===== src/rtl/png_up_row_predictor_unit_assert.svh =====
// assertion macros for the png up row predictor unit
// expects clk and rst_n in the scope of use; no other dependencies
`ifndef PNG_UP_ROW_PREDICTOR_UNIT_ASSERT_SVH
`define PNG_UP_ROW_PREDICTOR_UNIT_ASSERT_SVH
`ifndef SYNTHESIS
`define PNGUP_ASSERT_IMPLIES(label, ante, cons) \
  label: assert property (@(posedge clk) disable iff (!rst_n) (ante) |-> (cons)) \
    else $error("pngup assertion failed");
`define PNGUP_ASSERT_NEXT(label, ante, cons) \
  label: assert property (@(posedge clk) disable iff (!rst_n) (ante) |=> (cons)) \
    else $error("pngup assertion failed");
`else
`define PNGUP_ASSERT_IMPLIES(label, ante, cons)
`define PNGUP_ASSERT_NEXT(label, ante, cons)
`endif
`endif


===== src/rtl/pngup_pkg.sv =====
// shared types and constants for the png up row predictor
// no dependencies
package pngup_pkg;

  localparam int CFG_IDX_W  = 2;
  localparam int CFG_DATA_W = 13;

  localparam logic [CFG_IDX_W-1:0] REG_DIRECTION = 2'd0;
  localparam logic [CFG_IDX_W-1:0] REG_MODE      = 2'd1;
  localparam logic [CFG_IDX_W-1:0] REG_ROW_WIDTH = 2'd2;

  localparam logic [7:0] UP_TAG = 8'd2;

  // result queue sizing
  localparam int QDEPTH = 4;
  localparam int QPTR_W = 2;
  localparam int QCNT_W = 3;

  typedef enum logic [1:0] {
    KIND_PASS,
    KIND_ENC,
    KIND_DEC_TAG,
    KIND_DEC_DATA
  } item_kind_t;

  typedef struct packed {
    logic [7:0] value;
    logic       mismatch;
    logic       last;
  } result_t;

  // up to two results enter the queue per cycle
  typedef struct packed {
    logic [1:0] cnt;
    result_t    first;
    result_t    second;
  } push_t;

endpackage


===== src/rtl/pngup_res_queue.sv =====
// small result queue: takes up to two results a cycle, hands out one
// depends on pngup_pkg
module pngup_res_queue (
  input  logic                           clk,
  input  logic                           rst_n,
  input  pngup_pkg::push_t               push,
  input  logic                           out_stall,
  output logic                           out_valid,
  output pngup_pkg::result_t             head,
  output logic [pngup_pkg::QCNT_W-1:0]   count
);

  pngup_pkg::result_t                 q_r [pngup_pkg::QDEPTH];
  logic [pngup_pkg::QPTR_W-1:0]       wp_r;
  logic [pngup_pkg::QPTR_W-1:0]       rp_r;
  logic [pngup_pkg::QCNT_W-1:0]       cnt_r;
  logic                               pop;

  assign out_valid = (cnt_r != '0);
  assign head      = q_r[rp_r];
  assign count     = cnt_r;
  assign pop       = out_valid & ~out_stall;

  always_ff @(posedge clk) begin
    if (push.cnt != 2'd0) begin
      q_r[wp_r] <= push.first;
    end
    if (push.cnt == 2'd2) begin
      q_r[wp_r + pngup_pkg::QPTR_W'(1)] <= push.second;
    end
  end

  always_ff @(posedge clk) begin
    if (!rst_n) begin
      wp_r  <= '0;
      rp_r  <= '0;
      cnt_r <= '0;
    end else begin
      wp_r  <= wp_r + pngup_pkg::QPTR_W'(push.cnt);
      rp_r  <= rp_r + pngup_pkg::QPTR_W'(pop);
      cnt_r <= cnt_r + pngup_pkg::QCNT_W'(push.cnt) - pngup_pkg::QCNT_W'(pop);
    end
  end

endmodule

===== config.mk =====
export PLATFORM = sky130hd
export DESIGN_NAME = pngup_res_queue
export DESIGN_NICKNAME = d
export VERILOG_FILES = /design/src/rtl/png_up_row_predictor_unit_assert.svh /design/src/rtl/pngup_pkg.sv /design/src/rtl/pngup_res_queue.sv
export SDC_FILE = /design/constraint.sdc
export NUM_CORES = 1
export LEC_CHECK = 0
export BUFFER_PORTS_ARGS = -buffer_cell sky130_fd_sc_hd__buf_4
export CORE_MARGIN = 5
export CORE_UTILIZATION = 45
export CTS_BUF_LIST = sky130_fd_sc_hd__clkbuf_8
export DETAILED_ROUTE_END_ITERATION = 8
export HOLD_SLACK_MARGIN = 0.06
export PLACE_DENSITY = 0.69
export SETUP_SLACK_MARGIN = 0.15
export SLEW_MARGIN = 25
export SYNTH_ARGS = -nofsm -noshare
export SYNTH_HDL_FRONTEND = slang
export SYNTH_SLANG_ARGS = --single-unit

===== constraint.sdc =====
create_clock -name clk -period 1.7 [get_ports clk]
set_input_delay 0.255 -clock clk [delete_from_list [all_inputs] [get_ports clk]]
set_output_delay 0.255 -clock clk [all_outputs]
set_load 0.1 [all_outputs]

# After elaboration in Yosys (flattened, before gate mapping)
# Memories as Yosys holds them, arrays and structs flattened. A register that Yosys moved wholly into a read port is not among the register bits.
# Cells that the tools add are included.
dict set report op_classes {
  addsub 5
  mul 0
  n_div 0
  n_lt_le_gt_ge 0
  n_eq_ne 1
  n_shift 0
  muxes 5
  n_bitwise 2
  reduce_logical 2
}
# operator n
set ops {}
lappend ops {{$mux 1} 4}
lappend ops {{$add 3x2->3} 1}
lappend ops {{$reduce_bool 3->1} 1}
lappend ops {{$sub 3x1->3} 1}
lappend ops {{$add 2x1->2} 1}
lappend ops {{$add 2x1->2 const B} 1}
lappend ops {{$add 2x2->2} 1}
lappend ops {{$eq 2x2->1 const B} 1}
lappend ops {{$mux 2} 1}
lappend ops {{$reduce_bool 2->1} 1}
lappend ops {{$and 1x1->1} 1}
lappend ops {{$not 1->1} 1}
dict set report word_totals {
  ff_bits 7
  latchBits 0
  ram_bits 40
  rom_bits 0
  inputBits 25
  output_inout_bits 14
  wordCells 19
  mem_count 1
}
# name words width rd rd_ports_with_merged_regs write_ports line
set mem_list {}
lappend mem_list {q_r 4 10 1 1 2 pngup_res_queue.sv:13} ;# pngup_pkg::result_t q_r [pngup_pkg::QDEPTH];

# Logic depth before layout (Yosys ltp)
# Gate-level depths: netlist of the first run.
dict set report depth {
  depth_word 4
  depth_mapped 9
}

# Worst setup path after synthesis of the first run
# OpenSTA, ideal clock, no wires.
dict set report synth_path {
  kind {reg2reg}
  start {register cnt_r, in the netlist count[0]}
  end {register cnt_r, in the netlist count[2]}
  setup_ns 0.115
  arrival_ns 2.597
  required_ns 1.585
  path_slack_ns -1.011
  stages_incl_launch_ff 10
  n_path_buf 0
  period_less_slack_ns 2.711
  cell_sequence {dfxtp_1 -> nor3_1 -> nor3_1 -> a21o_1 -> ha_1 -> inv_1 -> fa_1 -> xor2_1 -> xnor2_1 -> and2_1}
}
dict set report synth_via {
  elab_chain_len 3
  word_cells_on_any_way 4
}
# item line
set synth_lines {}
lappend synth_lines {{start: declaration} pngup_res_queue.sv:16} ;# logic [pngup_pkg::QCNT_W-1:0] cnt_r;
lappend synth_lines {{start signal: assignment} pngup_res_queue.sv:41} ;# cnt_r <= cnt_r + pngup_pkg::QCNT_W'(push.cnt) - pngup_pkg::QCNT_W'(pop);
lappend synth_lines {{parallel branches: the longest is 2 deep, another holds $add 3x2->3} -}
lappend synth_lines {{$sub 3x1->3 (*)} pngup_res_queue.sv:41}
# Every way passes the cells marked *.
# A chain may end at the register's enable or synchronous reset.

==> key figures, run 1 <==
Die
  • # rows: 26
  • Die Wd: 82.2 µm
  • Ports: 39
  • Core box area: 0.00507 mm²
  • Die Y: 82.2 µm
  • Die area: 0.00675 mm²
  • Starting density of the core: 0.462

Synthesis
  • FF+latch count, synth: 47
  • Syn_nets: 171
  • Unique masters post-synth: 28
  • Warnings from Yosys: 0
  • Ys async rst share: 0
  • Post-synth EDFFs: 40
  • Top_reg_cell synth: edfxtp_1
  • Post-Syn Area: 0.00234 mm²
  • Post-Syn Instances: 142
  • Sequential fraction of the synthesis area: 0.572
  • Avg Inst Size Synth: 16.5 µm²

Global routing
  • First-pass GRT wire length: 8.40 mm
  • Largest net degree at the start of global routing: 15
  • GRT Util Overall: 0.177
  • Number of global-route vias before repair: 1634
  • Grt total ovfl: 0
  • Initial antenna violation count: 0

Timing
  • Max Fclk: 0.556 GHz
  • Setup Viol. Count Final: 11
  • Final setup TNS: -0.817 ns
  • Post-layout min period: 1.80 ns
  • Fin crit share: 1.06
  • Fin. Hold Viols: 0
  • Clock Skew: 0.00294 ns
  • Worst slew pin tran: 0.641 ns
  • Setup ws final: -0.0979 ns
  • Slew HR: 0.573
  • RSZ-0062 raised after global routing: yes
  • Final Max Tran Viols: 0

Worst setup path
  • Crit path DAT: 1.54 ns
  • Setup Crit Path Kind: reg2out
  • Critical Path RT: 1.44 ns
  • CP Launch Type: register
  • Crit path max fanout: 7
  • Critical path endpoint category: output port

CTS
  • Clock Tree Buf Depth: 2
  • Hold-fix buffers, CTS: 0
  • H-tree depth: 2
  • Clk root buf: clkbuf_8
  • CTS tree: yes
  • Clock latency on the worst-skew pair: 0.30 ns
  • CTS Buf Count: 5
  • Clock slew at reported path FFs: 0.08 ns
  • CTS Sinks: 47

Status
  • Status: finished with violations
  • Failing checks: negative setup slack

Route
  • Post-route ant nets: 0
  • Routed WL per cell: 19.0 µm
  • Initial drt markers: 114
  • Via count: 1473
  • Initial DRT Pass Iterations: 4
  • Total wire length: 5.31 mm
  • Drt drc: 0
  • Vias per cell: 5.28

Finish
  • # diodes: 0
  • Register area: 0.00136 mm²
  • Cell Count, Final, Fillers Out: 279
  • Layout cells sized above 1: 0.656
  • Area growth, synth to finish: 33.6%
  • Most common cell after layout, fill and taps aside: buf_4
  • Fillers: 391
  • Combined area of the multi-input logic cells: 0.00102 mm²
  • Fin area: 0.00313 mm²
  • Commonest cells after routing, fill and taps aside: buf_4, edfxtp_1, mux2_2
  • Layout Nets: 237

Power and ir drop
  • PD cells: 1330 mW/mm²
  • Leakage: 1.19 nW
  • Pwr Total: 4.16 mW
  • Worst vdd ir: 0.633 mV

Place
  • Placed Cells: 267
  • DP HPWL: 3.75 mm
  • Buffers on Ports: 38
  • Placed inst area: 0.00289 mm²
  • GP Congestion: 0.812

Hold path
  • Min-Delay Path Class: in2reg

Run
  • Max_cap viols: 0
critical path, cell delays in order (launching register included):
cell and delay (ns):
dfxtp_4 0.37, buf_12 0.13, mux4_2 0.53, buf_6 0.21
synth_stat cells, drive strengths merged (2+ instances only):
library cell   n  area [µm²]
and2           4        25.0
mux2          40         450
and3b          2        18.8
ha             3        37.5
nor3           2        10.0
o21ai          2        10.0
a21o           2        15.0
nor2b          3        18.8
or3            2        12.5
edfxtp        40        1200
mux4          10         225
inv            4        15.0
xnor2          3        26.3
dfxtp          7         140
nor2           3        11.3
buf            5        33.8
a21boi         2        15.0
cells by family after synthesis:
group	after synthesis	share of synthesized area
multiplexers	50	0.288
buffers and inverters	10	0.0224
AO/OA/AOI/OAI	8	0.0224
adder cells (fa/ha/maj)	4	0.0246
flip-flops	47	0.572
XOR/XNOR	4	0.0150
AND/OR/NAND/NOR	19	0.0550
final cells by class:
class / count / area share
sequential: 47 / 0.435
multi-input combinational: 85 / 0.326
timing repair buffer: 65 / 0.179
tap: 70 / 0.0280
clock buffer: 5 / 0.0220
clock inverter: 3 / 0.00519
inverter: 4 / 0.00479
routing by layer:
| layer | vias up | share of wire | track usage |
|---|---|---|---|
| met2 | 38 | 0.55 | 0.314 |
| li1 | 682 | - | - |
| met3 | 7 | 0.038 | 0.0390 |
| met4 | 0 | 0.016 | 0.0631 |
| met1 | 746 | 0.39 | 0.210 |
| met5 | - | 0 | 0 |
stage by stage:
step / worst slack (ns) / util / hold slack [ns]
global placement: 0.0227 / 0.570 / 0.511
detailed placement: -0.0651 / 0.570 / 0.523
floorplan: -0.283 / - / 0.376
finish: -0.0979 / 0.617 / 0.215
global route: -0.155 / 0.617 / 0.234
CTS: -0.115 / 0.607 / 0.213
state kept, by name, summed over array words and instances, names as in the netlist:
name,count
count,3
wp_r,2
rp_r,2
q_r,40
final timing paths:
path | from | slack (ns) | cells past startpoint | end
min | rst_n | 0.21 | 2 | count[2]
min reg2reg | rp_r[1] | 0.66 | 2 | rp_r[1]
max reg2reg | count[0] | -0.08 | 8 | count[2]
max | rp_r[0] | -0.1 | 3 | head[9]
report_power, final:
| part | total [mW] | switching (mW) | internal, mW |
|---|---|---|---|
| Sequential | 1.51 | 0.0847 | 1.43 |
| Combinational | 1.98 | 1.28 | 0.704 |
| Clock | 0.660 | 0.378 | 0.283 |
| Total | 4.16 | 1.74 | 2.42 |
repair_timing:
action | CTS | global route
pin swaps | 2 | 1
gates resized for setup | 19 | 12
setup buffers | 3 | 1
endpoints found under the setup margin | 30 | 19
Power figures use the tool's default switching activity.
==> run 2, diff against run 1 <==
REMOVE_ABC_BUFFERS = 1   (was unset)
==> run 2 against run 1 <==
  * The flow still finishes with violations (negative setup slack)
  * Critical path type unchanged
  * Largest power group unchanged
  * Sequential power about the same
  * Wire length down 7.6%
  * Largest cell class unchanged
  * Cell area fell by 0.72%
==> key figures, run 2 (synthesized netlist as in run 1, its figures left out) <==
Status
  • Status: finished with violations
  • Failing checks: negative setup slack

Power and ir drop
  • Leakage: 1.16 nW (-2.0%)
  • PD cells: 1330 mW/mm² (+0.17%)
  • Pwr Total: 4.14 mW (-0.55%)
  • Worst vdd ir: 0.796 mV (+26%)

Finish
  • Layout cells sized above 1: 0.634 (-0.0214)
  • Area growth, synth to finish: 32.7%
  • Commonest cells after routing, fill and taps aside: buf_4, mux2_2, edfxtp_1
  • Cell Count, Final, Fillers Out: 275 (-1.4%)
  • Most common cell after layout, fill and taps aside: buf_4
  • Fillers: 415 (+6.1%)
  • Number of flip-flops in the largest register: 40 (unchanged)
  • Fin area: 0.00311 mm² (-0.72%)
  • Layout Nets: 233 (-1.7%)
  • Largest reg by FF count: q_r
  • # diodes: 0 (unchanged)

Route
  • Total wire length: 4.90 mm (-7.6%)
  • Vias per cell: 5.30 (+0.35%)
  • Via count: 1457 (-1.1%)
  • Initial drt markers: 126 (+11%)
  • Post-route ant nets: 0 (unchanged)
  • Drt drc: 0 (unchanged)
  • Routed WL per cell: 17.8 µm (-6.2%)
  • Initial DRT Pass Iterations: 4 (unchanged)

Worst setup path
  • Max incr delay on CP: 0.52 ns (about the same)
  • Slowest cell on the critical path: mux4_2
  • Setup Crit Path Kind: reg2out
  • RR Startpoint: count[0]
  • Critical path endpoint category: output port
  • CP Launch Type: register
  • Crit path max fanout: 5 (-2)
  • Worst Reg-to-Reg Cells: 8 (unchanged)
  • Critical Path RT: 1.44 ns (about the same)
  • R2R setup slack: -0.07 ns (about the same)
  • Reg2reg end: count[2]
  • Crit path DAT: 1.57 ns (+0.03 ns)
  • Crit-path cells: buf_12 > mux4_2 > buf_6

Timing
  • Worst slew pin tran: 0.355 ns (-0.286 ns)
  • Final setup TNS: -1.20 ns (-0.380 ns)
  • RSZ-0062 raised after global routing: yes
  • Clock Skew: 0.00460 ns (+0.00166 ns)
  • Final Max Tran Viols: 0 (unchanged)
  • Slew HR: 0.764 (+0.191)
  • Post-layout min period: 1.83 ns (+0.0314 ns)
  • Max Fclk: 0.547 GHz (-1.7%)
  • Fin crit share: 1.08 (+0.0185)
  • Fin. Hold Viols: 0 (unchanged)
  • Setup Viol. Count Final: 11 (unchanged)
  • Setup ws final: -0.129 ns (-0.0314 ns)

Hold path
  • Min-Delay Path Class: in2reg
  • Worst hold start: rst_n
  • Cells on Worst Hold Path: 2 (unchanged)
  • Hold Path Sink: wp_r[0]

Global routing
  • Initial antenna violation count: 0 (unchanged)
  • GRT Util Overall: 0.160 (-0.0171)
  • Number of global-route vias before repair: 1566 (-4.2%)
  • Grt total ovfl: 0 (unchanged)
  • Largest net degree at the start of global routing: 14 (-1)
  • First-pass GRT wire length: 7.84 mm (-6.7%)

CTS
  • H-tree depth: 2 (unchanged)
  • CTS tree: yes
  • CTS Buf Count: 5 (unchanged)
  • Clk root buf: clkbuf_8
  • Clock latency on the worst-skew pair: 0.29 ns (about the same)
  • Hold-fix buffers, CTS: 0 (unchanged)
  • Clock slew at reported path FFs: 0.08 ns (about the same)
  • Clock Tree Buf Depth: 2 (unchanged)
  • CTS Sinks: 47 (unchanged)

Place
  • GP Congestion: 0.776 (-4.4%)
  • Setup slack at placement: -0.178 ns (-0.113 ns)
  • Buffers on Ports: 38 (unchanged)
  • DP HPWL: 3.49 mm (-6.9%)
  • Placed inst area: 0.00289 mm² (about the same)
  • Placed Cells: 264 (-1.1%)

Die
  • Die Wd: 82.2 µm (unchanged)
  • Die area: 0.00675 mm² (unchanged)
  • Die Y: 82.2 µm (unchanged)
  • Starting density of the core: 0.462 (unchanged)
  • Ports: 39 (unchanged)
  • # rows: 26 (unchanged)
  • Core box area: 0.00507 mm² (unchanged)

Run
  • Max_cap viols: 0 (unchanged)
-- run 2: cell types whose count changed in the layout (fill, tap and decap cells not counted), sizes merged --
cell	delta
buf	-4
clkinv	-2
inv	+2
-- run 2: layer usage --
| metal | track usage | vias to the layer above | wire [µm] |
|---|---|---|---|
| met5 | 0 | - | 0 |
| li1 | - | 681 | - |
| met1 | 0.198 | 720 | 1910 |
| met2 | 0.277 | 48 | 2570 |
| met3 | 0.0401 | 8 | 354 |
| met4 | 0.0449 | 0 | 70 |
-- run 2: per-stage QoR --
| step | utilization | hold WS (ns) |
|---|---|---|
| floorplan | - | 0.377 |
| global placement | 0.570 | 0.510 |
| detailed placement | 0.570 | 0.519 |
| CTS | 0.609 | 0.212 |
| global route | 0.613 | 0.213 |
| finish | 0.613 | 0.212 |
-- run 2: how the worst max path moves through the flow --
stage          endpoint  startpoint  slack [ns]
3_5_place_dp   count[2]    count[0]       -0.18
4_1_cts         head[4]     rp_r[0]       -0.15
2_1_floorplan  count[2]    count[0]       -1.01
6_report        head[4]     rp_r[0]       -0.13
3_3_place_gp   count[2]   out_stall       -0.05
5_1_grt         head[4]     rp_r[0]       -0.19
-- run 2: power by group --
| group | switching, mW | internal, mW |
|---|---|---|
| combinational | 1.24 | 0.753 |
| clock | 0.343 | 0.275 |
| sequential | 0.104 | 1.42 |
-- run 2: layout make-up --
class,count,area (µm²),share of cell area
sequential,47,1360,0.436
multi-input combinational,85,977,0.314
timing repair buffer,61,594,0.191
tap,70,87.6,0.0282
clock buffer,5,68.8,0.0221
inverter,4,15.0,0.00483
clock inverter,3,11.3,0.00362
-- run 2: critical path, delay by kind of cell, from the launching register on --
| family | cells | cell delay, ns |
|---|---|---|
| buffers and inverters | 2 | 0.34 |
| DFF | 1 | 0.42 |
| muxes | 1 | 0.52 |
-- run 2: repair_timing --
item / in CTS / in global routing
buffers inserted: 2 / 0
endpoints found under the setup margin: 16 / 52
gates resized for setup: 26 / 5
pin swaps: 7 / 1
cloned: 1 / 0
==> run 3, diff against run 2 <==
CORE_UTILIZATION = 52   (was 45)
PLACE_DENSITY = 0.77   (was 0.69)
==> run 3 against run 2 <==
  * The flow still finishes with violations (negative setup slack)
  * Die area decreased by 12%
  * Fmax increased by 1.8%
  * Core utilization increased by 9.2 points
  * Flip-flop and latch count stayed put
  * Sequential share of layout area grew 0.59 points
  * First-iteration DRC count fell by 53%
  * Sequential power about the same
  * Clock-buffer cell count unchanged
  * Largest cell class unchanged
  * Largest power group unchanged
==> key figures, run 3 (synthesized netlist as in run 1, its figures left out) <==
Status
  • Status: finished with violations
  • Failing checks: negative setup slack

Hold path
  • Worst hold start: rst_n
  • Cells on Worst Hold Path: 2 (unchanged)
  • Min-Delay Path Class: in2reg
  • Hold Path Sink: wp_r[1]

Timing
  • Fin crit share: 1.06 (-0.0194)
  • RSZ-0062 raised after global routing: yes
  • Fin. Hold Viols: 0 (unchanged)
  • Max Fclk: 0.557 GHz (+1.8%)
  • Setup Viol. Count Final: 11 (unchanged)
  • Worst slew pin tran: 0.418 ns (+0.0632 ns)
  • Clock Skew: 0.00827 ns (+0.00367 ns)
  • Setup ws final: -0.0963 ns (+0.0330 ns)
  • Final Max Tran Viols: 0 (unchanged)
  • Slew HR: 0.719 (-0.0445)
  • Post-layout min period: 1.80 ns (-0.0330 ns)

Finish
  • Layout cells sized above 1: 0.638 (+0.00353)
  • Area growth, synth to finish: 30.9%
  • Largest reg by FF count: q_r
  • # diodes: 0 (unchanged)
  • Cell Count, Final, Fillers Out: 259 (-5.8%)
  • Commonest cells after routing, fill and taps aside: buf_4, mux2_2, edfxtp_1
  • Fin area: 0.00307 mm² (-1.3%)
  • Most common cell after layout, fill and taps aside: buf_4
  • Layout Nets: 235 (+0.86%)
  • Number of flip-flops in the largest register: 40 (unchanged)

CTS
  • Clk root buf: clkbuf_8
  • CTS Sinks: 47 (unchanged)
  • Clock slew at reported path FFs: 0.08 ns (about the same)
  • H-tree depth: 2 (unchanged)
  • CTS Buf Count: 5 (unchanged)
  • Clock latency on the worst-skew pair: 0.30 ns (about the same)
  • CTS tree: yes
  • Clock Tree Buf Depth: 2 (unchanged)

Place
  • Buffers on Ports: 38 (unchanged)
  • Placed inst area: 0.00283 mm² (-2.0%)
  • DP HPWL: 3.44 mm (-1.3%)
  • GP Congestion: 0.753 (-2.9%)
  • Placed Cells: 248 (-6.1%)

Route
  • Metal3 WL: 305 µm (-14%)
  • Met2 WL: 2.63 mm (+2.4%)
  • Top Layer Used: met4
  • Initial drt markers: 59 (-53%)
  • Total wire length: 4.90 mm (-0.18%)
  • WL met1: 1.88 mm (-1.6%)
  • Vias per cell: 5.47 (+3.3%)
  • Post-route ant nets: 0 (unchanged)
  • Initial DRT Pass Iterations: 4 (unchanged)
  • Routed WL per cell: 18.9 µm (+6.0%)
  • Drt drc: 0 (unchanged)
  • Via count: 1417 (-2.7%)

Worst setup path
  • Slowest cell on the critical path: mux4_2
  • Delay-heaviest family, CP: multiplexers
  • Buf/Inv on CP: 2 (unchanged)
  • Crit-path cells: buf_8 > mux4_2 > buf_12
  • Max incr delay on CP: 0.55 ns (+0.03 ns)
  • Worst Reg-to-Reg Cells: 8 (unchanged)
  • Setup Crit Path Kind: reg2out
  • Crit path max fanout: 6 (+1)
  • Reg2reg end: count[2]
  • Crit path DAT: 1.54 ns (-0.03 ns)
  • Critical Path RT: 1.44 ns (about the same)
  • Critical path endpoint category: output port
  • CP Launch Type: register
  • RR Startpoint: count[1]
  • R2R setup slack: -0.05 ns (+0.02 ns)

Die
  • Starting density of the core: 0.538 (+0.0764)
  • Die Wd: 77.1 µm (-6.1%)
  • Die area: 0.00595 mm² (-12%)
  • # rows: 24 (-7.7%)
  • Ports: 39 (unchanged)
  • Core box area: 0.00435 mm² (-14%)
  • Die Y: 77.1 µm (-6.1%)

Global routing
  • Number of global-route vias before repair: 1541 (-1.6%)
  • First-pass GRT wire length: 7.77 mm (-0.88%)
  • GRT Util Overall: 0.172 (+0.0119)
  • Initial antenna violation count: 0 (unchanged)
  • Largest net degree at the start of global routing: 15 (+1)
  • Grt total ovfl: 0 (unchanged)

Power and ir drop
  • PD cells: 1350 mW/mm² (+1.1%)
  • Pwr Total: 4.13 mW (-0.23%)
  • Leakage: 1.16 nW (-0.19%)
  • Worst vdd ir: 0.830 mV (+4.2%)

Run
  • Max_cap viols: 0 (unchanged)
[run 3: cell count changes in the layout (fill, tap and decap cells not counted), sizes merged]
cell | previous run | this run
clkinv | 0 | 2
inv | 7 | 5
buf | 61 | 63
[run 3: area by class of cell]
class	instances	area, µm²
sequential	47	1360
clock buffer	5	68.8
clock inverter	3	16.3
multi-input combinational	85	976
fill	281	1290
inverter	4	15.0
timing repair buffer	63	572
tap	52	65.1
[run 3: metrics by stage]
step	hold slack [ns]	utilization	TNS, ns	setup slack (ns)
3_5_place_dp	0.528	0.651	-0.234	-0.234
2_1_floorplan	0.377	-	-3.55	-1.01
5_1_grt	0.229	0.705	-1.27	-0.145
6_report	0.225	0.705	-0.686	-0.0963
3_3_place_gp	0.512	0.651	-0.0741	-0.0741
4_1_cts	0.221	0.694	-0.880	-0.109
[run 3: per-layer routing]
metal,up-vias,GRT usage
li1,682,-
met3,7,0.0480
met2,42,0.292
met1,686,0.204
met4,0,0.0670
met5,-,0
[run 3: worst register-to-register path: stages (launching register included)]
cell and delay (ns):
dfxtp_2 0.34, nor3_4 0.20, nor3_2 0.06, buf_4 0.13, buf_4 0.13, fa_2 0.37
xor2_2 0.16, xnor2_1 0.13, and2_1 0.13
[run 3: repair_timing]
item                                    in CTS  in global routing
resized for setup                           25                  8
endpoints found under the setup margin      20                 43
setup buffers                                2                  1
hold buffers                                 0                  0
pin swaps                                    4                  2
[run 3: power breakdown]
group	switching, mW	internal (mW)	total (mW)	leakage [nW]
Sequential	0.0856	1.42	1.51	0.436
Clock	0.365	0.282	0.647	0.0470
Combinational	1.25	0.724	1.97	0.678
[run 3: worst max-delay path by stage]
stage	to	from	slack, ns	depth (start not counted)
after floorplan	count[2]	count[0]	-1.01	9
after detailed placement	count[2]	count[0]	-0.23	9
after global placement	count[2]	count[0]	-0.07	9
after global routing	head[7]	rp_r[0]	-0.14	3
after CTS	head[7]	rp_r[0]	-0.11	3
final	head[7]	rp_r[0]	-0.1	3
